`config.mk`:
```
export PLATFORM = sky130hd
export DESIGN_NAME = i2c_master_byte_sequencer
export DESIGN_NICKNAME = d
export VERILOG_FILES = /design/src/design/i2cseq_pkg.sv /design/src/design/i2cseq_step.sv /design/src/design/i2c_master_byte_sequencer.sv
export SDC_FILE = /design/constraint.sdc
export NUM_CORES = 1
export LEC_CHECK = 0
export BUFFER_PORTS_ARGS = -buffer_cell sky130_fd_sc_hd__buf_2
export CAP_MARGIN = 20
export CORE_MARGIN = 2
export CORE_UTILIZATION = 60
export CTS_CLUSTER_DIAMETER = 50
export DETAILED_ROUTE_END_ITERATION = 12
export GPL_TIMING_DRIVEN = 0
export PLACE_DENSITY_LB_ADDON = 0.15
export REMOVE_ABC_BUFFERS = 1
export SETUP_SLACK_MARGIN = 0.4
export SLEW_MARGIN = 20
export SYNTH_ARGS = -nofsm -noshare
export SYNTH_HDL_FRONTEND = slang
export SYNTH_SLANG_ARGS = --single-unit
```
`constraint.sdc`:
```
create_clock -name clk -period 10.7 [get_ports clk]
set_input_delay 1.605 -clock clk [delete_from_list [all_inputs] [get_ports clk]]
set_output_delay 1.605 -clock clk [all_outputs]
set_load 0.01 [all_outputs]
```
`src/design/i2cseq_pkg.sv`:
```
// Shared types, codes and phase tables for the I2C master byte sequencer.
package i2cseq_pkg;

	typedef enum logic [2:0] {
		OP_NONE  = 3'd0,
		OP_START = 3'd1,
		OP_STOP  = 3'd2,
		OP_WRITE = 3'd3,
		OP_READ  = 3'd4
	} op_t;

	typedef enum logic [1:0] {
		BUS_EEPROM = 2'd0,
		BUS_VOICE  = 2'd1,
		BUS_FM     = 2'd2
	} bus_t;

	typedef enum logic [1:0] {
		WS_BIT,
		WS_SCL_HI,
		WS_SCL_LO
	} wr_slot_t;

	localparam int PIN_EE_SCL = 0;
	localparam int PIN_EE_SDA = 1;
	localparam int PIN_EE_DRV = 2;
	localparam int PIN_RA_SDA = 3;
	localparam int PIN_RA_DRV = 4;
	localparam int PIN_FM_SCL = 5;
	localparam int PIN_VO_SCL = 6;
	localparam int NUM_PINS   = 7;

	localparam int PHASE_W = 5;

	localparam logic [PHASE_W-1:0] START_LAST = 5'd3;
	localparam logic [PHASE_W-1:0] STOP_LAST  = 5'd3;
	localparam logic [PHASE_W-1:0] WRITE_LAST = 5'd30;
	localparam logic [PHASE_W-1:0] READ_LAST  = 5'd21;

	typedef struct packed {
		op_t                  cmd;
		logic [PHASE_W-1:0]   phase;
		logic [7:0]           shift;
		logic                 nack;
		logic [NUM_PINS-1:0]  pins;
		logic [7:0]           rx;
		logic                 ack;
	} seq_state_t;

	// slot within the three-phase bit cell of a write, phases 1 to 24
	function automatic wr_slot_t wr_slot(input logic [PHASE_W-1:0] p);
		wr_slot_t s;
		case (p)
			5'd1, 5'd4, 5'd7, 5'd10, 5'd13, 5'd16, 5'd19, 5'd22: s = WS_BIT;
			5'd2, 5'd5, 5'd8, 5'd11, 5'd14, 5'd17, 5'd20, 5'd23: s = WS_SCL_HI;
			default: s = WS_SCL_LO;
		endcase
		return s;
	endfunction

endpackage

```
`src/design/i2cseq_step.sv`:
```
// Next-state logic: one bus phase of the active command per beat.
module i2cseq_step
	import i2cseq_pkg::*;
(
	input  seq_state_t  cur,
	input  logic [2:0]  operation,
	input  logic [7:0]  tx_byte,
	input  logic        nack_after_read,
	input  logic        ee_data_in,
	input  logic        radio_sda_in,
	input  logic [1:0]  target_bus,
	output seq_state_t  nxt,
	output logic        done
);

	logic                scl_wr, scl_lvl;
	logic                sda_wr, sda_lvl;
	logic                drv_wr, drv_lvl;
	logic                sda_smp;
	logic                last;
	logic [PHASE_W-1:0]  ph;

	always_comb begin
		nxt     = cur;
		done    = 1'b0;
		scl_wr  = 1'b0;
		scl_lvl = 1'b0;
		sda_wr  = 1'b0;
		sda_lvl = 1'b0;
		drv_wr  = 1'b0;
		drv_lvl = 1'b0;
		last    = 1'b0;

		case (target_bus)
			BUS_EEPROM:        sda_smp = ee_data_in;
			BUS_VOICE, BUS_FM: sda_smp = radio_sda_in;
			default:           sda_smp = 1'b0;
		endcase

		if (cur.cmd == OP_NONE) begin
			case (operation)
				OP_START: begin
					nxt.cmd   = OP_START;
					nxt.phase = '0;
				end
				OP_STOP: begin
					nxt.cmd   = OP_STOP;
					nxt.phase = '0;
				end
				OP_WRITE: begin
					nxt.cmd   = OP_WRITE;
					nxt.phase = '0;
					nxt.shift = tx_byte;
				end
				OP_READ: begin
					nxt.cmd   = OP_READ;
					nxt.phase = '0;
					nxt.shift = '0;
					nxt.nack  = nack_after_read;
				end
				default: ;
			endcase
		end

		ph = nxt.phase;

		case (nxt.cmd)
			OP_START: begin
				case (ph)
					5'd0: begin sda_wr = 1'b1; sda_lvl = 1'b1; end
					5'd1: begin scl_wr = 1'b1; scl_lvl = 1'b1; end
					5'd2: begin sda_wr = 1'b1; sda_lvl = 1'b0; end
					default: begin scl_wr = 1'b1; scl_lvl = 1'b0; end
				endcase
				last = (ph >= START_LAST);
			end
			OP_STOP: begin
				case (ph)
					5'd0: begin scl_wr = 1'b1; scl_lvl = 1'b0; end
					5'd1: begin sda_wr = 1'b1; sda_lvl = 1'b0; end
					5'd2: begin scl_wr = 1'b1; scl_lvl = 1'b1; end
					default: begin sda_wr = 1'b1; sda_lvl = 1'b1; end
				endcase
				last = (ph >= STOP_LAST);
			end
			OP_WRITE: begin
				if (ph == 5'd0) begin
					scl_wr = 1'b1;
				end else if (ph <= 5'd24) begin
					case (wr_slot(ph))
						WS_BIT: begin
							sda_wr    = 1'b1;
							sda_lvl   = nxt.shift[7];
							nxt.shift = {nxt.shift[6:0], 1'b0};
						end
						WS_SCL_HI: begin scl_wr = 1'b1; scl_lvl = 1'b1; end
						default:   scl_wr = 1'b1;
					endcase
				end else begin
					case (ph)
						5'd25: drv_wr = 1'b1;
						5'd26: begin sda_wr = 1'b1; sda_lvl = 1'b1; end
						5'd27: begin
							scl_wr  = 1'b1;
							scl_lvl = 1'b1;
							nxt.ack = ~sda_smp;
						end
						5'd28: scl_wr = 1'b1;
						5'd29: begin drv_wr = 1'b1; drv_lvl = 1'b1; end
						default: begin sda_wr = 1'b1; sda_lvl = 1'b1; end
					endcase
				end
				last = (ph >= WRITE_LAST);
			end
			OP_READ: begin
				if (ph == 5'd0) begin
					drv_wr = 1'b1;
				end else if (ph <= 5'd16) begin
					scl_wr = 1'b1;
					if (!ph[0]) begin
						scl_lvl   = 1'b1;
						nxt.shift = {nxt.shift[6:0], sda_smp};
					end
				end else begin
					case (ph)
						5'd17: scl_wr = 1'b1;
						5'd18: begin drv_wr = 1'b1; drv_lvl = 1'b1; end
						5'd19: begin sda_wr = 1'b1; sda_lvl = nxt.nack; end
						5'd20: begin scl_wr = 1'b1; scl_lvl = 1'b1; end
						default: begin
							scl_wr = 1'b1;
							nxt.rx = nxt.shift;
						end
					endcase
				end
				last = (ph >= READ_LAST);
			end
			default: ;
		endcase

		if (scl_wr) begin
			case (target_bus)
				BUS_EEPROM: nxt.pins[PIN_EE_SCL] = scl_lvl;
				BUS_VOICE:  nxt.pins[PIN_VO_SCL] = scl_lvl;
				BUS_FM:     nxt.pins[PIN_FM_SCL] = scl_lvl;
				default: ;
			endcase
		end
		if (sda_wr) begin
			case (target_bus)
				BUS_EEPROM:        nxt.pins[PIN_EE_SDA] = sda_lvl;
				BUS_VOICE, BUS_FM: nxt.pins[PIN_RA_SDA] = sda_lvl;
				default: ;
			endcase
		end
		if (drv_wr) begin
			case (target_bus)
				BUS_EEPROM:        nxt.pins[PIN_EE_DRV] = drv_lvl;
				BUS_VOICE, BUS_FM: nxt.pins[PIN_RA_DRV] = drv_lvl;
				default: ;
			endcase
		end

		if (nxt.cmd != OP_NONE) begin
			if (last) begin
				nxt.cmd   = OP_NONE;
				nxt.phase = '0;
				done      = 1'b1;
			end else begin
				nxt.phase = ph + 5'd1;
			end
		end
	end

endmodule

```
`src/design/i2c_master_byte_sequencer.sv`:
```
// Top level: input register, sequencer state, result register.
//
//  channel  dir  data                                       width
//  s_axis   in   tick beat with optional command            16
//  m_axis   out  pin levels, busy/done, rx byte, ack        24
//  cfg      in   target bus select                          2
//
// One result beat per input beat, via the input and result registers; one
// beat per cycle while m_axis does not stall. The step logic runs when the
// input register holds a beat and the result register is free or draining.
// arst_n clears valid flags, the command and counters; pins reset high and
// driven. A stalled m_axis holds the input register and then s_axis_tready.
module i2c_master_byte_sequencer
	import i2cseq_pkg::*;
(
	input  logic        clk,
	input  logic        arst_n,
	input  logic        s_axis_tvalid,
	output logic        s_axis_tready,
	// [2:0] operation, [10:3] tx_byte, [11] nack_after_read,
	// [12] ee_data_in, [13] radio_sda_in, [15:14] zero
	input  logic [15:0] s_axis_tdata,
	output logic        m_axis_tvalid,
	input  logic        m_axis_tready,
	// [0] eeprom_scl, [1] ee_data, [2] ee_data_drive, [3] radio_sda,
	// [4] radio_sda_drive, [5] fm_scl, [6] voice_scl, [7] busy_res,
	// [8] done_res, [16:9] rx_byte, [17] ack_received, [23:18] zero
	output logic [23:0] m_axis_tdata,
	input  logic        cfg_wen,
	input  logic [1:0]  cfg_wdata
);

	logic        valid_s1;
	logic [13:0] item_s1;
	logic        out_valid_q;
	logic [23:0] out_data_q;
	logic [1:0]  target_bus_q;
	seq_state_t  state_q;
	seq_state_t  state_nxt;
	logic        done;
	logic        advance;

	assign advance       = valid_s1 && (!out_valid_q || m_axis_tready);
	assign s_axis_tready = !valid_s1 || advance;

	always_ff @(posedge clk or negedge arst_n) begin
		if (!arst_n) begin
			target_bus_q <= BUS_EEPROM;
		end else if (cfg_wen) begin
			target_bus_q <= cfg_wdata;
		end
	end

	always_ff @(posedge clk or negedge arst_n) begin
		if (!arst_n) begin
			valid_s1 <= 1'b0;
		end else if (s_axis_tready) begin
			valid_s1 <= s_axis_tvalid;
		end
	end

	always_ff @(posedge clk) begin
		if (s_axis_tready && s_axis_tvalid) begin
			item_s1 <= s_axis_tdata[13:0];
		end
	end

	i2cseq_step u_step (
		.cur             (state_q),
		.operation       (item_s1[2:0]),
		.tx_byte         (item_s1[10:3]),
		.nack_after_read (item_s1[11]),
		.ee_data_in      (item_s1[12]),
		.radio_sda_in    (item_s1[13]),
		.target_bus      (target_bus_q),
		.nxt             (state_nxt),
		.done            (done)
	);

	always_ff @(posedge clk or negedge arst_n) begin
		if (!arst_n) begin
			state_q.cmd   <= OP_NONE;
			state_q.phase <= '0;
			state_q.shift <= '0;
			state_q.nack  <= 1'b0;
			state_q.pins  <= '1;
			state_q.rx    <= '0;
			state_q.ack   <= 1'b0;
		end else if (advance) begin
			state_q <= state_nxt;
		end
	end

	always_ff @(posedge clk or negedge arst_n) begin
		if (!arst_n) begin
			out_valid_q <= 1'b0;
		end else if (advance) begin
			out_valid_q <= 1'b1;
		end else if (m_axis_tready) begin
			out_valid_q <= 1'b0;
		end
	end

	always_ff @(posedge clk) begin
		if (advance) begin
			out_data_q <= {6'd0, state_nxt.ack, state_nxt.rx, done,
				(state_nxt.cmd != OP_NONE), state_nxt.pins};
		end
	end

	assign m_axis_tvalid = out_valid_q;
	assign m_axis_tdata  = out_data_q;

	a_idle_phase_zero: assert property (@(posedge clk) disable iff (!arst_n)
		(state_q.cmd == OP_NONE) |-> (state_q.phase == '0))
		else $error("idle with nonzero phase");

	a_phase_range: assert property (@(posedge clk) disable iff (!arst_n)
		state_q.phase <= WRITE_LAST)
		else $error("phase counter out of range");

	a_phase_step: assert property (@(posedge clk) disable iff (!arst_n)
		(advance && state_q.cmd != OP_NONE) |=>
		(state_q.phase == $past(state_q.phase) + 5'd1 || state_q.phase == '0))
		else $error("phase did not advance by one");

	a_done_not_busy: assert property (@(posedge clk) disable iff (!arst_n)
		(out_valid_q && out_data_q[8]) |-> !out_data_q[7])
		else $error("done and busy together");

endmodule

```
==> impl_metrics.env <==
export IMPL_maxCapViolations=0
export IMPL_cts_setup_buffers=0
export IMPL_crit_slowest_cell="nor3_2"
export IMPL_synthTopCellsByCount="nand2_1, edfxtp_1, dfrtp_1"
export IMPL_seq_area_frac_synth_pct=48.50
export IMPL_post_drt_wl_per_cell_um=17.80
export IMPL_setup_viol=0
export IMPL_reg2reg_depth=12
export IMPL_drt_antenna_violating_nets=0
export IMPL_hold_ws_ps=474.8
export IMPL_finClkSkew_ps=12.44
export IMPL_core_area_um2=6314
export IMPL_tns_ps=0
export IMPL_power_density_nw_per_um2=291.6
export IMPL_path_cells="nor3_2 -> nand3_1 -> and2_1 -> inv_1 -> ha_1 -> inv_1 -> o211a_1 -> a221oi_1 -> a221oi_2 -> o21ai_2 -> o2111a_2 -> a21oi_1"
export IMPL_peakVddDrop_v=0.0001920
export IMPL_grt_max_degree=46
export IMPL_drt_iter0_drc=295
export IMPL_synth_area_mux_share_pct=7.714
export IMPL_synthAdderAreaFrac_pct=3.201
export IMPL_relSlewSlack_pct=36.86
export IMPL_worst_pin_slew_ps=944.9
export IMPL_criticalPathCategory="flip-flop to flip-flop"
export IMPL_cts_buffers=9
export IMPL_vias=3114
export IMPL_synthArstFlopShare_pct=53.62
export IMPL_endpoint_kind="flip-flop"
export IMPL_core_rowCount=29
export IMPL_critPathMaxStageDelay_ps=760
export IMPL_initial_core_util_pct=61.91
export IMPL_cp_data_arrival_time_ps=4350
export IMPL_clk_latency_ps=340
export IMPL_multi_input_area_um2=1827
export IMPL_holdBufCountCts=0
export IMPL_postLayoutCellArea_um2=4310
export IMPL_synth_compound_area_share_pct=19.46
export IMPL_synth_edff_count=32
export IMPL_r2r_setup_slack_ps=6420
export IMPL_cts_tree="built"
export IMPL_whs_endpoint="state_q[5]$_DFFE_PN0P_"
export IMPL_die_w_um=84.71
export IMPL_synth_top_family_by_area="compound AO/OA/AOI/OAI gates"
export IMPL_place_congestion=0.9496
export IMPL_critPathRequiredTime_ps=10770
export IMPL_r2r_end="m_axis_tdata[0]$_DFFE_PP_"
export IMPL_post_cts_resized=0
export IMPL_grt_pass1_wl_mm=13.76
export IMPL_synthDistinctLibCells=69
export IMPL_hold_path_depth=2
export IMPL_drc=0
export IMPL_ys_seq_elements=69
export IMPL_drive_gt1_share_pct=23.00
export IMPL_synth_top_cell_by_area="edfxtp_1"
export IMPL_portBuffers=40
export IMPL_yosysMostFrequentCell="nand2_1"
export IMPL_hold_path_class="flip-flop to flip-flop"
export IMPL_worstReg2RegStart="state_q[30]$_DFFE_PN0P_"
export IMPL_avgSynthCellArea_um2=10.29
export IMPL_syn_inst=380
export IMPL_routed_wl_mm=8.722
export IMPL_synth_simple_gate_area_share_pct=15.78
export IMPL_synth_top_area_share_pct=24.58
export IMPL_die_h_um=84.71
export IMPL_antennaDiodeCount=0
export IMPL_dp_hpwl_mm=6.011
export IMPL_grt_pass1_vias=2825
export IMPL_fillers=491
export IMPL_io_pins=49
export IMPL_die_area_um2=7176
export IMPL_rsz0062_at_grt="no"
export IMPL_hold_violations=0
export IMPL_antenna_found_initial=0
export IMPL_period_needed_ps=4284
export IMPL_syn_cell_area_um2=3909
export IMPL_fmax_ghz=0.2334
export IMPL_dr_pass1_iters=5
export IMPL_ys_warn_count=0
export IMPL_h_tree_depth=3
export IMPL_critPathTopFamily="simple AND/OR/NAND/NOR gates"
export IMPL_cts_buffer_depth=2
export IMPL_via_per_inst=6.355
export IMPL_synth_xor_area_share_pct=0
export IMPL_fin_nets=441
export IMPL_clk_pin_slew_ps=70
export IMPL_synthFlopType="edfxtp_1"
export IMPL_grtUsageTotal_pct=24.54
export IMPL_post_route_period_util_pct=40.04
export IMPL_finalMaxSlewViolations=0
export IMPL_clock_root_buffer="clkbuf_8"
export IMPL_critPathLaunchType="flip-flop"
export IMPL_path_common_cell="inv_1"
export IMPL_dpl_cell_area_um2=4071
export IMPL_outcome="finished clean"
export IMPL_synth_area_leaders="edfxtp_1, dfrtp_1, nand2_1"
export IMPL_worstHoldStart="state_q[5]$_DFFE_PN0P_"
export IMPL_cp_max_fo=15
export IMPL_worst_path_buf_inv=2
export IMPL_p_leak_nw=1.794
export IMPL_clock_sink_count=69
export IMPL_gr_total_overflow=0
export IMPL_synthToLayoutAreaGrowth_pct=10.28
export IMPL_seq_area_um2=1896
[cells in the final DEF, fill, tap and decap left out, drive strengths merged, types with 3 or more instances in the layout]
master  Yosys  layout
nand2      56      56
inv        14      15
dfrtp      30      30
nand2b      6       6
o22ai       7       7
a221oi      3       3
mux2i      11      11
or3         5       5
a22o       11      11
nor4        3       3
nand3       8       8
edfxtp     32      32
bufinv      0       3
mux2       17      17
ha         10      10
nor3        6       6
nand4       3       3
o21ai      26      26
o31ai       3       3
a31oi      11      11
and2        4       4
nor2       18      18
buf        15      40
dfstp       7       7
conb        1       6
a21oi      17      17
clkbuf     13      10
nor3b       6       6
[stage by stage]
stage | std cells | util, % | power, W | worst slack, ps
global placement | 474 | 64.49 | 0.0009781 | 6499
finish | 490 | 68.27 | 0.001257 | 6416
CTS | 490 | 68.27 | 0.001251 | 6486
detailed placement | 474 | 64.49 | 0.0009949 | 6454
floorplan | 357 | - | 0.0008429 | 7051
global route | 490 | 68.27 | 0.001332 | 6139
[metal layers]
metal	share of wire [%]	global-route usage, %	up-vias
li1	-	-	1454
met1	43	32.77	1505
met2	49	40.23	139
met3	6.8	4.818	16
met4	1.6	8.658	0
met5	0	0	-
[worst max-delay path by stage]
stage,start,end,depth (start not counted)
after floorplan,item_s1[1]$_DFFE_PP_,m_axis_tdata[1]$_DFFE_PP_,10
after global placement,state_q[30]$_DFFE_PN0P_,m_axis_tdata[0]$_DFFE_PP_,12
after detailed placement,state_q[30]$_DFFE_PN0P_,m_axis_tdata[0]$_DFFE_PP_,12
after CTS,state_q[30]$_DFFE_PN0P_,m_axis_tdata[0]$_DFFE_PP_,12
after global routing,state_q[30]$_DFFE_PN0P_,m_axis_tdata[3]$_DFFE_PP_,11
final,state_q[30]$_DFFE_PN0P_,m_axis_tdata[0]$_DFFE_PP_,12
[sequential cells by signal (all words and copies together) (netlist names)]
name           count
target_bus_q       2
valid_s1           1
state_q           33
m_axis_tvalid      1
item_s1           14
m_axis_tdata      18
[cell type report]
cell class | instances | area share, %
clock buffers | 10 | 2.961
inverters | 14 | 1.219
multi-input cells | 274 | 42.38
clock inverters | 6 | 2.583
repair buffers | 40 | 4.644
well taps | 77 | 2.235
flip-flops and latches | 69 | 43.98
[logic make-up (layout without fill, tap and decap cells)]
logic type                 Yosys count  count (layout)
and+or+nand+nor                    125             125
AOI/OAI and AO/OA                  105             105
DFF                                 69              69
buffers and inverters               42              70
muxes                               28              28
adders and majority gates           10              10
other                                1               6
[worst min-delay path, cell delays in order, from the launching register on]
cell,delay [ps]
dfrtp_1,340
nand2_1,50
nand2_1,50
[power by group]
part	leakage (nW)	internal [W]	switching (W)	total (W)
Combinational	0.904	0.000218	0.000349	0.000568
Sequential	0.773	0.000373	0.0000618	0.000435
Clock	0.117	0.000155	0.0000985	0.000254
Power figures use the tool's default switching activity.
